### config.mk
export PLATFORM = sky130hd
export DESIGN_NAME = bcd_add_sub_compare
export DESIGN_NICKNAME = d
export VERILOG_FILES = /design/src/rtl/bcdas_pkg.sv /design/src/rtl/bcd_add_sub_compare.sv /design/src/rtl/bcdas_front.sv /design/src/rtl/bcdas_digit_stage.sv
export VERILOG_INCLUDE_DIRS = /design/src /design/src/rtl
export SDC_FILE = /design/constraint.sdc
export NUM_CORES = 1
export LEC_CHECK = 0
export ABC_AREA = 1
export ABC_CLOCK_PERIOD_IN_PS = 22100
export BUFFER_PORTS_ARGS = -buffer_cell sky130_fd_sc_hd__buf_2
export CELL_PAD_IN_SITES_DETAIL_PLACEMENT = 1
export CELL_PAD_IN_SITES_GLOBAL_PLACEMENT = 1
export CORE_UTILIZATION = 53
export DETAILED_ROUTE_END_ITERATION = 10
export MAX_ROUTING_LAYER = met4
export PLACE_DENSITY_LB_ADDON = 0.1
export REMOVE_ABC_BUFFERS = 1
export SYNTH_ARGS = -nofsm -noshare
export SYNTH_HDL_FRONTEND = slang
export SYNTH_SLANG_ARGS = --single-unit
### constraint.sdc
create_clock -name aclk -period 22.1 [get_ports aclk]
set_input_delay 4.42 -clock aclk [delete_from_list [all_inputs] [get_ports aclk]]
set_output_delay 4.42 -clock aclk [all_outputs]
set_load 0.01 [all_outputs]
### src/rtl/assert_macros.svh
// ----------------------------------------------------------------------------
// Assertion macros
// Shared concurrent assertion macros for the RTL. They compile to nothing
// when SYNTHESIS is defined.
// ----------------------------------------------------------------------------
`ifndef ASSERT_MACROS_SVH
`define ASSERT_MACROS_SVH

`ifndef SYNTHESIS

// Property must hold at every rising clock edge outside reset.
`define ASSERT_CLK(label, clk, rstn, prop, msg) \
    label: assert property (@(posedge clk) disable iff (!rstn) (prop)) else $error(msg);

// Expression must never be true at a rising clock edge outside reset.
`define ASSERT_NEVER(label, clk, rstn, expr, msg) \
    label: assert property (@(posedge clk) disable iff (!rstn) !(expr)) else $error(msg);

`else

`define ASSERT_CLK(label, clk, rstn, prop, msg)
`define ASSERT_NEVER(label, clk, rstn, expr, msg)

`endif

`endif

### src/rtl/bcdas_pkg.sv
// ----------------------------------------------------------------------------
// BCD add/subtract/compare package
// Shared constants, operation codes, the pipeline item type and the
// per-digit decimal add and subtract functions.
// ----------------------------------------------------------------------------
package bcdas_pkg;

    // Operand geometry.
    localparam int MAX_DIGITS       = 16;
    localparam int DIGITS_DEFAULT   = 16;
    localparam int OPERAND_W        = 64;
    localparam int DIGITS_PER_STAGE = 4;
    localparam int SLICE_STAGES     = MAX_DIGITS / DIGITS_PER_STAGE;

    // Stream widths.
    localparam int S_TDATA_W = 128;
    localparam int S_TUSER_W = 2;
    localparam int M_TDATA_W = 72;

    // Operation codes carried in s_tuser.
    localparam logic [1:0] FUNC_ADD = 2'd0;
    localparam logic [1:0] FUNC_SUB = 2'd1;
    localparam logic [1:0] FUNC_CMP = 2'd2;

    // Compare result codes.
    localparam logic [1:0] ORDER_EQ = 2'd0;
    localparam logic [1:0] ORDER_LT = 2'd1;
    localparam logic [1:0] ORDER_GT = 2'd2;

    // One operation as it travels down the pipeline.
    typedef struct packed {
        logic [1:0]           func;
        logic [OPERAND_W-1:0] a;
        logic [OPERAND_W-1:0] b;
        logic [OPERAND_W-1:0] value;
        logic [1:0]           carry;   // add carry 0..3, or borrow in bit 0
        logic                 clamp;
        logic [1:0]           order;
    } bcdas_item_t;

    // Decimal add of one digit: returns {carry_out[1:0], digit[3:0]}.
    // Non-decimal nibbles can push the digit sum up to 33, so the carry
    // can reach three.
    function automatic logic [5:0] bcd_add_digit(input logic [3:0] da,
                                                 input logic [3:0] db,
                                                 input logic [1:0] cin);
        logic [5:0] sum;
        logic [1:0] cout;
        logic [5:0] digit;
        sum = {2'b00, da} + {2'b00, db} + {4'b0000, cin};
        if (sum >= 6'd30) begin
            cout  = 2'd3;
            digit = sum - 6'd30;
        end else if (sum >= 6'd20) begin
            cout  = 2'd2;
            digit = sum - 6'd20;
        end else if (sum >= 6'd10) begin
            cout  = 2'd1;
            digit = sum - 6'd10;
        end else begin
            cout  = 2'd0;
            digit = sum;
        end
        return {cout, digit[3:0]};
    endfunction

    // Decimal subtract of one digit: returns {borrow_out, digit[3:0]}.
    function automatic logic [4:0] bcd_sub_digit(input logic [3:0] da,
                                                 input logic [3:0] db,
                                                 input logic       bin);
        logic [4:0] sub_amt;
        logic       no_borrow;
        logic [4:0] diff;
        sub_amt   = {1'b0, db} + {4'b0000, bin};
        no_borrow = ({1'b0, da} >= sub_amt);
        diff      = {1'b0, da} + (no_borrow ? 5'd0 : 5'd10) - sub_amt;
        return {!no_borrow, diff[3:0]};
    endfunction

endpackage

### src/rtl/bcd_add_sub_compare.sv
// ----------------------------------------------------------------------------
// BCD add/subtract/compare unit
// Packed-BCD arithmetic on two operands of up to sixteen digits: decimal add
// with carry out, subtract clamped at zero, and magnitude compare.
//
//   channel  direction  tdata                              tuser
//   s_       in         operand_a, operand_b               func
//   m_       out        result_value, carry_out, clamped,  -
//                       order
//
// One transaction is accepted per clock unless m_tready stalls a full
// pipeline; there is no kept state between them. The stages are the input
// register, four carry-ripple slices of four digits and the output register.
// Reset clears only the stage valid bits.
// A stall on m_tready holds every full stage; an empty stage still fills, so
// s_tready drops only when all six stages hold a transaction.
// ----------------------------------------------------------------------------
`include "assert_macros.svh"

module bcd_add_sub_compare #(
    parameter int DIGITS = bcdas_pkg::DIGITS_DEFAULT
) (
    input  logic                            aclk,
    input  logic                            aresetn,
    input  logic                            s_tvalid,
    output logic                            s_tready,
    // [63:0] operand_a, [127:64] operand_b
    input  logic [bcdas_pkg::S_TDATA_W-1:0] s_tdata,
    // [1:0] func
    input  logic [bcdas_pkg::S_TUSER_W-1:0] s_tuser,
    output logic                            m_tvalid,
    input  logic                            m_tready,
    // [63:0] result_value, [64] carry_out, [65] clamped, [67:66] order,
    // [71:68] zero
    output logic [bcdas_pkg::M_TDATA_W-1:0] m_tdata
);
    import bcdas_pkg::*;

    logic        stage_valid [0:SLICE_STAGES];
    logic        stage_ready [0:SLICE_STAGES];
    bcdas_item_t stage_item  [0:SLICE_STAGES];

    logic                 out_valid_reg;
    logic [OPERAND_W-1:0] value_reg;
    logic                 carry_reg;
    logic                 clamped_reg;
    logic [1:0]           order_reg;
    logic [OPERAND_W-1:0] value_next;
    logic                 carry_next;
    logic                 clamped_next;
    logic [1:0]           order_next;
    logic                 out_load;
    bcdas_item_t          last_item;

    // Input register and compare.
    bcdas_front #(
        .DIGITS (DIGITS)
    ) u_front (
        .aclk      (aclk),
        .aresetn   (aresetn),
        .in_valid  (s_tvalid),
        .in_ready  (s_tready),
        .in_func   (s_tuser),
        .in_a      (s_tdata[OPERAND_W-1:0]),
        .in_b      (s_tdata[2*OPERAND_W-1:OPERAND_W]),
        .out_valid (stage_valid[0]),
        .out_ready (stage_ready[0]),
        .out_item  (stage_item[0])
    );

    // Carry ripple, four digits per stage.
    for (genvar g = 0; g < SLICE_STAGES; g++) begin : g_slice
        bcdas_digit_stage #(
            .DIGITS      (DIGITS),
            .STAGE_INDEX (g)
        ) u_stage (
            .aclk      (aclk),
            .aresetn   (aresetn),
            .in_valid  (stage_valid[g]),
            .in_ready  (stage_ready[g]),
            .in_item   (stage_item[g]),
            .out_valid (stage_valid[g+1]),
            .out_ready (stage_ready[g+1]),
            .out_item  (stage_item[g+1])
        );
    end

    // Final result formatting: each field only for its own operation.
    assign last_item = stage_item[SLICE_STAGES];

    always_comb begin
        value_next   = '0;
        carry_next   = 1'b0;
        clamped_next = 1'b0;
        order_next   = ORDER_EQ;
        case (last_item.func)
            FUNC_ADD: begin
                value_next = last_item.value;
                carry_next = (last_item.carry != 2'd0);
            end
            FUNC_SUB: begin
                clamped_next = last_item.clamp;
                value_next   = last_item.clamp ? '0 : last_item.value;
            end
            FUNC_CMP: begin
                order_next = last_item.order;
            end
            default: begin
                value_next = '0;
            end
        endcase
    end

    // Output register.
    assign out_load                  = !out_valid_reg || m_tready;
    assign stage_ready[SLICE_STAGES] = out_load;

    always_ff @(posedge aclk) begin
        if (!aresetn) begin
            out_valid_reg <= 1'b0;
        end else if (out_load) begin
            out_valid_reg <= stage_valid[SLICE_STAGES];
        end
    end

    always_ff @(posedge aclk) begin
        if (out_load && stage_valid[SLICE_STAGES]) begin
            value_reg   <= value_next;
            carry_reg   <= carry_next;
            clamped_reg <= clamped_next;
            order_reg   <= order_next;
        end
    end

    assign m_tvalid = out_valid_reg;
    assign m_tdata  = {4'b0000, order_reg, clamped_reg, carry_reg, value_reg};

    // A carry and a clamp come from different operations.
    `ASSERT_NEVER(a_carry_clamp_excl, aclk, aresetn, m_tvalid && m_tdata[64] && m_tdata[65],
        "carry_out and clamped both set")

    // A clamped or compare result carries a zero value.
    `ASSERT_CLK(a_zero_value, aclk, aresetn,
        m_tvalid && (m_tdata[65] || (m_tdata[67:66] != ORDER_EQ)) |-> m_tdata[63:0] == '0,
        "nonzero value with clamp or order")

    // Back-pressure reaches the input only with the whole pipeline full.
    `ASSERT_CLK(a_full_on_stall, aclk, aresetn, !s_tready |-> (m_tvalid && !m_tready),
        "input stalled while output can drain")

endmodule

### src/rtl/bcdas_front.sv
// ----------------------------------------------------------------------------
// BCD unit input stage
// Registers the incoming transaction, masks the operands to the active digit
// count and resolves the magnitude compare used by compare and subtract.
// ----------------------------------------------------------------------------
module bcdas_front #(
    parameter int DIGITS = bcdas_pkg::DIGITS_DEFAULT
) (
    input  logic                           aclk,
    input  logic                           aresetn,
    input  logic                           in_valid,
    output logic                           in_ready,
    input  logic [bcdas_pkg::S_TUSER_W-1:0] in_func,
    input  logic [bcdas_pkg::OPERAND_W-1:0] in_a,
    input  logic [bcdas_pkg::OPERAND_W-1:0] in_b,
    output logic                           out_valid,
    input  logic                           out_ready,
    output bcdas_pkg::bcdas_item_t         out_item
);
    import bcdas_pkg::*;

    localparam int ACTIVE_BITS = DIGITS * 4;
    localparam logic [OPERAND_W-1:0] OPERAND_MASK =
        {OPERAND_W{1'b1}} >> (OPERAND_W - ACTIVE_BITS);

    logic                 valid_reg;
    bcdas_item_t          item_reg;
    bcdas_item_t          item_next;
    logic [OPERAND_W-1:0] a_masked;
    logic [OPERAND_W-1:0] b_masked;
    logic                 a_lt_b;
    logic                 a_eq_b;

    // Mask operands and compare them; nibble order equals binary order.
    always_comb begin
        a_masked = in_a & OPERAND_MASK;
        b_masked = in_b & OPERAND_MASK;
        a_lt_b   = (a_masked < b_masked);
        a_eq_b   = (a_masked == b_masked);

        item_next       = '0;
        item_next.func  = in_func;
        item_next.a     = a_masked;
        item_next.b     = b_masked;
        item_next.clamp = (in_func == FUNC_SUB) && a_lt_b;
        if (in_func == FUNC_CMP) begin
            item_next.order = a_lt_b ? ORDER_LT : (a_eq_b ? ORDER_EQ : ORDER_GT);
        end else begin
            item_next.order = ORDER_EQ;
        end
    end

    assign in_ready  = !valid_reg || out_ready;
    assign out_valid = valid_reg;
    assign out_item  = item_reg;

    // Stage register: loads whenever the stage is empty or draining.
    always_ff @(posedge aclk) begin
        if (!aresetn) begin
            valid_reg <= 1'b0;
        end else if (in_ready) begin
            valid_reg <= in_valid;
        end
    end

    always_ff @(posedge aclk) begin
        if (in_ready && in_valid) begin
            item_reg <= item_next;
        end
    end

endmodule

### src/rtl/bcdas_digit_stage.sv
// ----------------------------------------------------------------------------
// BCD unit digit slice stage
// Ripples the decimal carry or borrow through one slice of four digits and
// registers the partial result with the carry for the next slice.
// ----------------------------------------------------------------------------
module bcdas_digit_stage #(
    parameter int DIGITS      = bcdas_pkg::DIGITS_DEFAULT,
    parameter int STAGE_INDEX = 0
) (
    input  logic                   aclk,
    input  logic                   aresetn,
    input  logic                   in_valid,
    output logic                   in_ready,
    input  bcdas_pkg::bcdas_item_t in_item,
    output logic                   out_valid,
    input  logic                   out_ready,
    output bcdas_pkg::bcdas_item_t out_item
);
    import bcdas_pkg::*;

    logic        valid_reg;
    bcdas_item_t item_reg;
    bcdas_item_t item_next;
    logic [1:0]  carry;
    logic [5:0]  add_res;
    logic [4:0]  sub_res;

    // Four dependent digit steps; digits above DIGITS pass the carry along.
    always_comb begin
        item_next = in_item;
        carry     = in_item.carry;
        add_res   = '0;
        sub_res   = '0;
        for (int j = 0; j < DIGITS_PER_STAGE; j++) begin
            if (STAGE_INDEX * DIGITS_PER_STAGE + j < DIGITS) begin
                case (in_item.func)
                    FUNC_ADD: begin
                        add_res = bcd_add_digit(
                            in_item.a[4*(STAGE_INDEX*DIGITS_PER_STAGE+j) +: 4],
                            in_item.b[4*(STAGE_INDEX*DIGITS_PER_STAGE+j) +: 4],
                            carry);
                        item_next.value[4*(STAGE_INDEX*DIGITS_PER_STAGE+j) +: 4] =
                            add_res[3:0];
                        carry = add_res[5:4];
                    end
                    FUNC_SUB: begin
                        sub_res = bcd_sub_digit(
                            in_item.a[4*(STAGE_INDEX*DIGITS_PER_STAGE+j) +: 4],
                            in_item.b[4*(STAGE_INDEX*DIGITS_PER_STAGE+j) +: 4],
                            carry[0]);
                        item_next.value[4*(STAGE_INDEX*DIGITS_PER_STAGE+j) +: 4] =
                            sub_res[3:0];
                        carry = {1'b0, sub_res[4]};
                    end
                    default: begin
                        carry = carry;
                    end
                endcase
            end
        end
        item_next.carry = carry;
    end

    assign in_ready  = !valid_reg || out_ready;
    assign out_valid = valid_reg;
    assign out_item  = item_reg;

    // Stage register with its valid bit.
    always_ff @(posedge aclk) begin
        if (!aresetn) begin
            valid_reg <= 1'b0;
        end else if (in_ready) begin
            valid_reg <= in_valid;
        end
    end

    always_ff @(posedge aclk) begin
        if (in_ready && in_valid) begin
            item_reg <= item_next;
        end
    end

endmodule
==> run metrics, run 1 <==
Detailed Place HPWL 60.6 mm; CP Launch Type flop; Num CTS Buffers 66; synth top area cells edfxtp_1, ha_1, nand2_1, inv_1, fa_1; setup TNS 0 ns; HP Class flop to flop; P_leak 16.7 nW; io pins 208; area leader, netlist edfxtp_1; drt first pass iters 5; endpoints failing setup 0; worst endpoint data arrival time 11.69 ns; largest net degree at the start of global routing 75; most used cell along the critical path inv_1; drt via density 5.29; f_max 88.3 MHz; clock slew at reported path FFs 0.06 ns; Critical Path Max Stage Delay 0.53 ns; Core Util, Final 60.7%; clk_lat worst skew 0.60 ns; CP max stage cell fa_1; Root Buffer clkbuf_16; Layout Nets 3847; first-pass GRT wire length 127 mm; power per cell area 87.9 nW/um^2; Worst slew margin 28.1%; standard-cell rows 90; final WL 80.1 mm; MaxCap Viol Count 0; CORE AREA 60600 sq um; DRT iter0 DRCs 875; # hold bufs at CTS 0; register bit total from synthesis 587; top-count cell post-synth nand2_1; Worst IR Drop VDD 79.4 uV; total number of vias 21.8k; H-tree level count 3; Die H 250 microns; Cells after Synth 3022; CP endpoint kind flop; Die Span X 250 microns; Mean Syn Cell Area 10.8 sq um; GRT Total Usage 26.9%; number of enable flip-flop cells after synthesis 581; CTS sink count 587; Tcrit/Tclk final 51.3%; grt ovf 0; clock skew 0.0171 ns; worst path required time 22.46 ns; setup bufs post-CTS 0; Initial Util 53.8%; top post-synthesis cells by count nand2_1, edfxtp_1, inv_1; IO buf count 203; CTS tree built; drt drc 0; Async SR Flop Fraction 0%; GPL Wtd Cong 0.912; Final Max Tran Viols 0; post-route minimum period 11.33 ns; Ys Warns 0; Synth top area share 53.5%; antenna-violating nets left 0; initial antenna violation count 4; crit-path max FO 8; endpoints failing hold 0; Least-Margin Pin Slew 1.08 ns; maximum clock path buffer count 3; status complete, no violations; Mapped Area 32600 sq um; Yosys cell types 47; top_reg_cell synth edfxtp_1; P&R area growth vs syn 12.9%; share of cells above drive strength 1 11.9%; DIE AREA 62500 sq um; CTS resizes 0; WL/cell 19.4 microns; sequential area share after synthesis 53.9%; vias in the first global route 24.4k; Setup CP Type flop to flop; RSZ-0062 raised after global routing false; Largest register FFs 380
==> cell type report <==
cell class	instances	area [sq um]
fillers	6565	23800
flip-flops and latches	587	17600
multi-input cells	1841	12800
inverters	574	2160
clock buffers	78	1740
repair buffers	219	1140
well taps	782	978
clock inverters	41	405
diodes	3	7.51
==> per-layer routing <==
metal	share of wire, %	wire (microns)	vias to the layer above	global-route usage [%]
li1	-	-	10507	-
met1	40	32200	10717	30.2
met2	52	42000	449	48.4
met3	3.7	2930	165	3.81
met4	3.8	3020	0	10.3
met5	0	0	-	-
==> logic make-up after synthesis <==
kind of cell	count (synthesis)	synth area share [%]
flops	587	53.9
fa+ha+maj	424	18.0
other cells	1	0.0115
buf+inv	597	6.96
simple gates	1056	13.7
compound gates	246	4.37
xor+xnor	111	3.01
==> worst paths after layout <==
kind	startpoint	end	slack (ns)	depth (start not counted)
worst max-delay path	g_slice[2].u_stage.out_item[182]	g_slice[3].u_stage.out_item[68]	10.77	61
worst min-delay path	g_slice[1].u_stage.out_item[12]	g_slice[2].u_stage.out_item[12]	0.40	0
worst max register to register	g_slice[2].u_stage.out_item[182]	g_slice[3].u_stage.out_item[68]	10.77	61
worst min register to register	g_slice[1].u_stage.out_item[12]	g_slice[2].u_stage.out_item[12]	0.40	0
==> worst max-delay path, delay by kind of cell, from the launching register on <==
family,cells,cell delay [ns]
AOI/OAI and AO/OA,8,1.08
xor gates and xnor gates,3,0.41
adders and majority gates,18,5.54
buffers and inverters,12,0.91
DFF,1,0.41
and+or+nand+nor,20,2.73
==> per-stage QoR <==
| step | cell area (sq um) | setup WS, ns | hold WS, ns | total power (W) | std cells |
|---|---|---|---|---|---|
| after floorplan | 32500 | 11.73 | 0.400 | 0.00193 | 3002 |
| after global placement | 34600 | 11.64 | 0.400 | 0.00210 | 4003 |
| after detailed placement | 34600 | 10.89 | 0.406 | 0.00216 | 4003 |
| after CTS | 36800 | 10.76 | 0.406 | 0.00326 | 4122 |
| after global routing | 36800 | 9.74 | 0.413 | 0.00341 | 4125 |
| final | 36800 | 10.77 | 0.402 | 0.00323 | 4125 |
==> layout by cell type, fill, tap and decap left out, drive strengths merged, types with 9 or more instances in the layout <==
| cell | Yosys | layout |
|---|---|---|
| inv | 573 | 575 |
| clkinv | 1 | 32 |
| ha | 349 | 349 |
| nand3 | 178 | 178 |
| nand2 | 612 | 612 |
| nand4 | 30 | 30 |
| clkbuf | 15 | 78 |
| or2 | 15 | 15 |
| xor2 | 52 | 52 |
| a21boi | 9 | 9 |
| fa | 75 | 75 |
| o21ai | 76 | 76 |
| xnor2 | 59 | 59 |
| buf | 8 | 219 |
| nor2 | 203 | 203 |
| edfxtp | 581 | 581 |
| a21oi | 144 | 144 |
==> power by group <==
part,switching (W),internal [W]
Sequential,0.0000253,0.00129
Clock,0.000447,0.000637
Combinational,0.000526,0.000306
Total,0.000999,0.00223
No activity file was read; power rests on OpenSTA's default activity.
==> run 2: changes to the inputs <==
Settings changed: ABC_CLOCK_PERIOD_IN_PS 22100 to 11700, CORE_UTILIZATION 53 to 49.
Clock period 22.1 ns to 11.7 ns, I/O delays scaled along.
==> run metrics, run 2 (synthesis results as in run 1) <==
f_max 91.0 MHz; Die H 260 microns; endpoints failing setup 0; endpoints failing hold 0; standard-cell rows 94; Initial Util 49.6%; crit-path max FO 7; antenna-violating nets left 0; commonest non-fill, non-tap cells in the layout nand2_1, edfxtp_1, inv_1; sequential share of power 41.5%; clock slew at reported path FFs 0.06 ns; CTS sink count 587; dpl cell area 34700 sq um; drt drc 0; clk_lat worst skew 0.63 ns; status complete, no violations; initial antenna violation count 2; worst endpoint data arrival time 11.38 ns; drt via density 5.12; P&R area growth vs syn 13.1%; Tcrit/Tclk final 94.0%; Final Cell Area 36800 sq um; io pins 208; buffers and inverters on the worst path 12; Clock power frac 32.4%; share of cells above drive strength 1 12.4%; DRT iter0 DRCs 929; Psw 0.00185 W; fillers 7149; Final Max Tran Viols 0; final WL 76.5 mm; most used cell along the critical path nand2_1; Layout Nets 3852; Worst IR Drop VDD 124 uV; Root Buffer clkbuf_16; total number of vias 21.6k; Critical Path Max Stage Delay 0.60 ns; CTS tree built; Int Power 0.00413 W; FF+latch area 17600 sq um; area of the multi-input gates 12800 sq um; RSZ-0062 raised after global routing false; Worst slew margin 19.9%; switching share of power 30.9%; CP delay by family, top adder cells; H-tree level count 2; first-pass GRT wire length 121 mm; Die Span X 260 microns; IO buf count 203; DIE AREA 67500 sq um; Setup CP Type flop to flop; clock skew 0.0186 ns; CP max stage cell fa_1; power per cell area 162 nW/um^2; drt first pass iters 5; Least-Margin Pin Slew 1.20 ns; HP Class flop to flop; worst path required time 12.09 ns; WL/cell 18.2 microns; post-route minimum period 10.99 ns; GRT Total Usage 23.5%; vias in the first global route 23.5k; CP endpoint kind flop; GPL Wtd Cong 0.889; MaxCap Viol Count 0; P_leak 16.7 nW; Largest register FFs 380; setup TNS 0 ns; maximum clock path buffer count 3; grt ovf 0; Num CTS Buffers 61; largest net degree at the start of global routing 77; CP Launch Type flop; logic gate share of total power 26.2%; CORE AREA 65700 sq um; Detailed Place HPWL 58.3 mm
==> run 2: cell count changes in the layout (fill, tap and decap cells not counted), sizes merged <==
cell      delta
clkbuf       +4
clkinv       -9
clkinvlp     +2
buf         +10
diode        -2
bufinv       -1
==> run 2: layout make-up <==
cell class,count,share of cell area (%)
antenna,1,0.00679
timing repair buffer,229,3.29
inverter,574,5.87
tap,864,2.93
sequential,587,47.7
clock buffer,82,4.55
clock inverter,33,0.866
multi-input combinational,1841,34.8
==> run 2: path summary, 6_finish.rpt <==
kind / start / to / slack, ns / cells past startpoint
worst max-delay path: g_slice[2].u_stage.out_item[4] / g_slice[3].u_stage.out_item[68] / 0.71 / 61
worst min-delay path: g_slice[1].u_stage.out_item[6] / g_slice[2].u_stage.out_item[6] / 0.41 / 0
worst max register to register: g_slice[2].u_stage.out_item[4] / g_slice[3].u_stage.out_item[68] / 0.71 / 61
worst min register to register: g_slice[1].u_stage.out_item[6] / g_slice[2].u_stage.out_item[6] / 0.41 / 0
==> run 2: repair_timing <==
| action | CTS | global route |
|---|---|---|
| buffers inserted | 0 | 10 |
| hold buffers | 0 | 0 |
| gates resized for setup | 0 | 11 |
| endpoints found under the setup margin | 0 | 2 |
==> run 2: stage by stage <==
step           util (%)  worst slack (ns)  hold slack (ns)  cells  total power (W)
2_1_floorplan         -              1.79            0.400   3002          0.00364
3_3_place_gp       52.8              1.24            0.401   4085          0.00395
3_5_place_dp       52.8             0.474            0.405   4085          0.00407
4_1_cts            55.9             0.448            0.417   4200          0.00604
5_1_grt            56.0           0.00303            0.420   4211          0.00633
6_report           56.0             0.706            0.412   4211          0.00598
==> run 2: metal layers <==
layer | wire, microns | GRT usage, % | share of wire (%)
met3 | 2350 | 2.83 | 3.1
met2 | 40700 | 43.0 | 53
met4 | 1750 | 6.16 | 2.3
met5 | 0 | - | 0
met1 | 31700 | 26.9 | 41
==> run 2: power by group through the flow <==
stage | Sequential, W | Clock, W | Combinational [W]
3_3_place_gp | 0.00252 | 0 | 0.00144
3_5_place_dp | 0.00253 | 0 | 0.00155
6_report | 0.00248 | 0.00194 | 0.00157
2_1_floorplan | 0.00251 | 0 | 0.00113
5_1_grt | 0.00249 | 0.00205 | 0.00179
4_1_cts | 0.00248 | 0.00199 | 0.00157
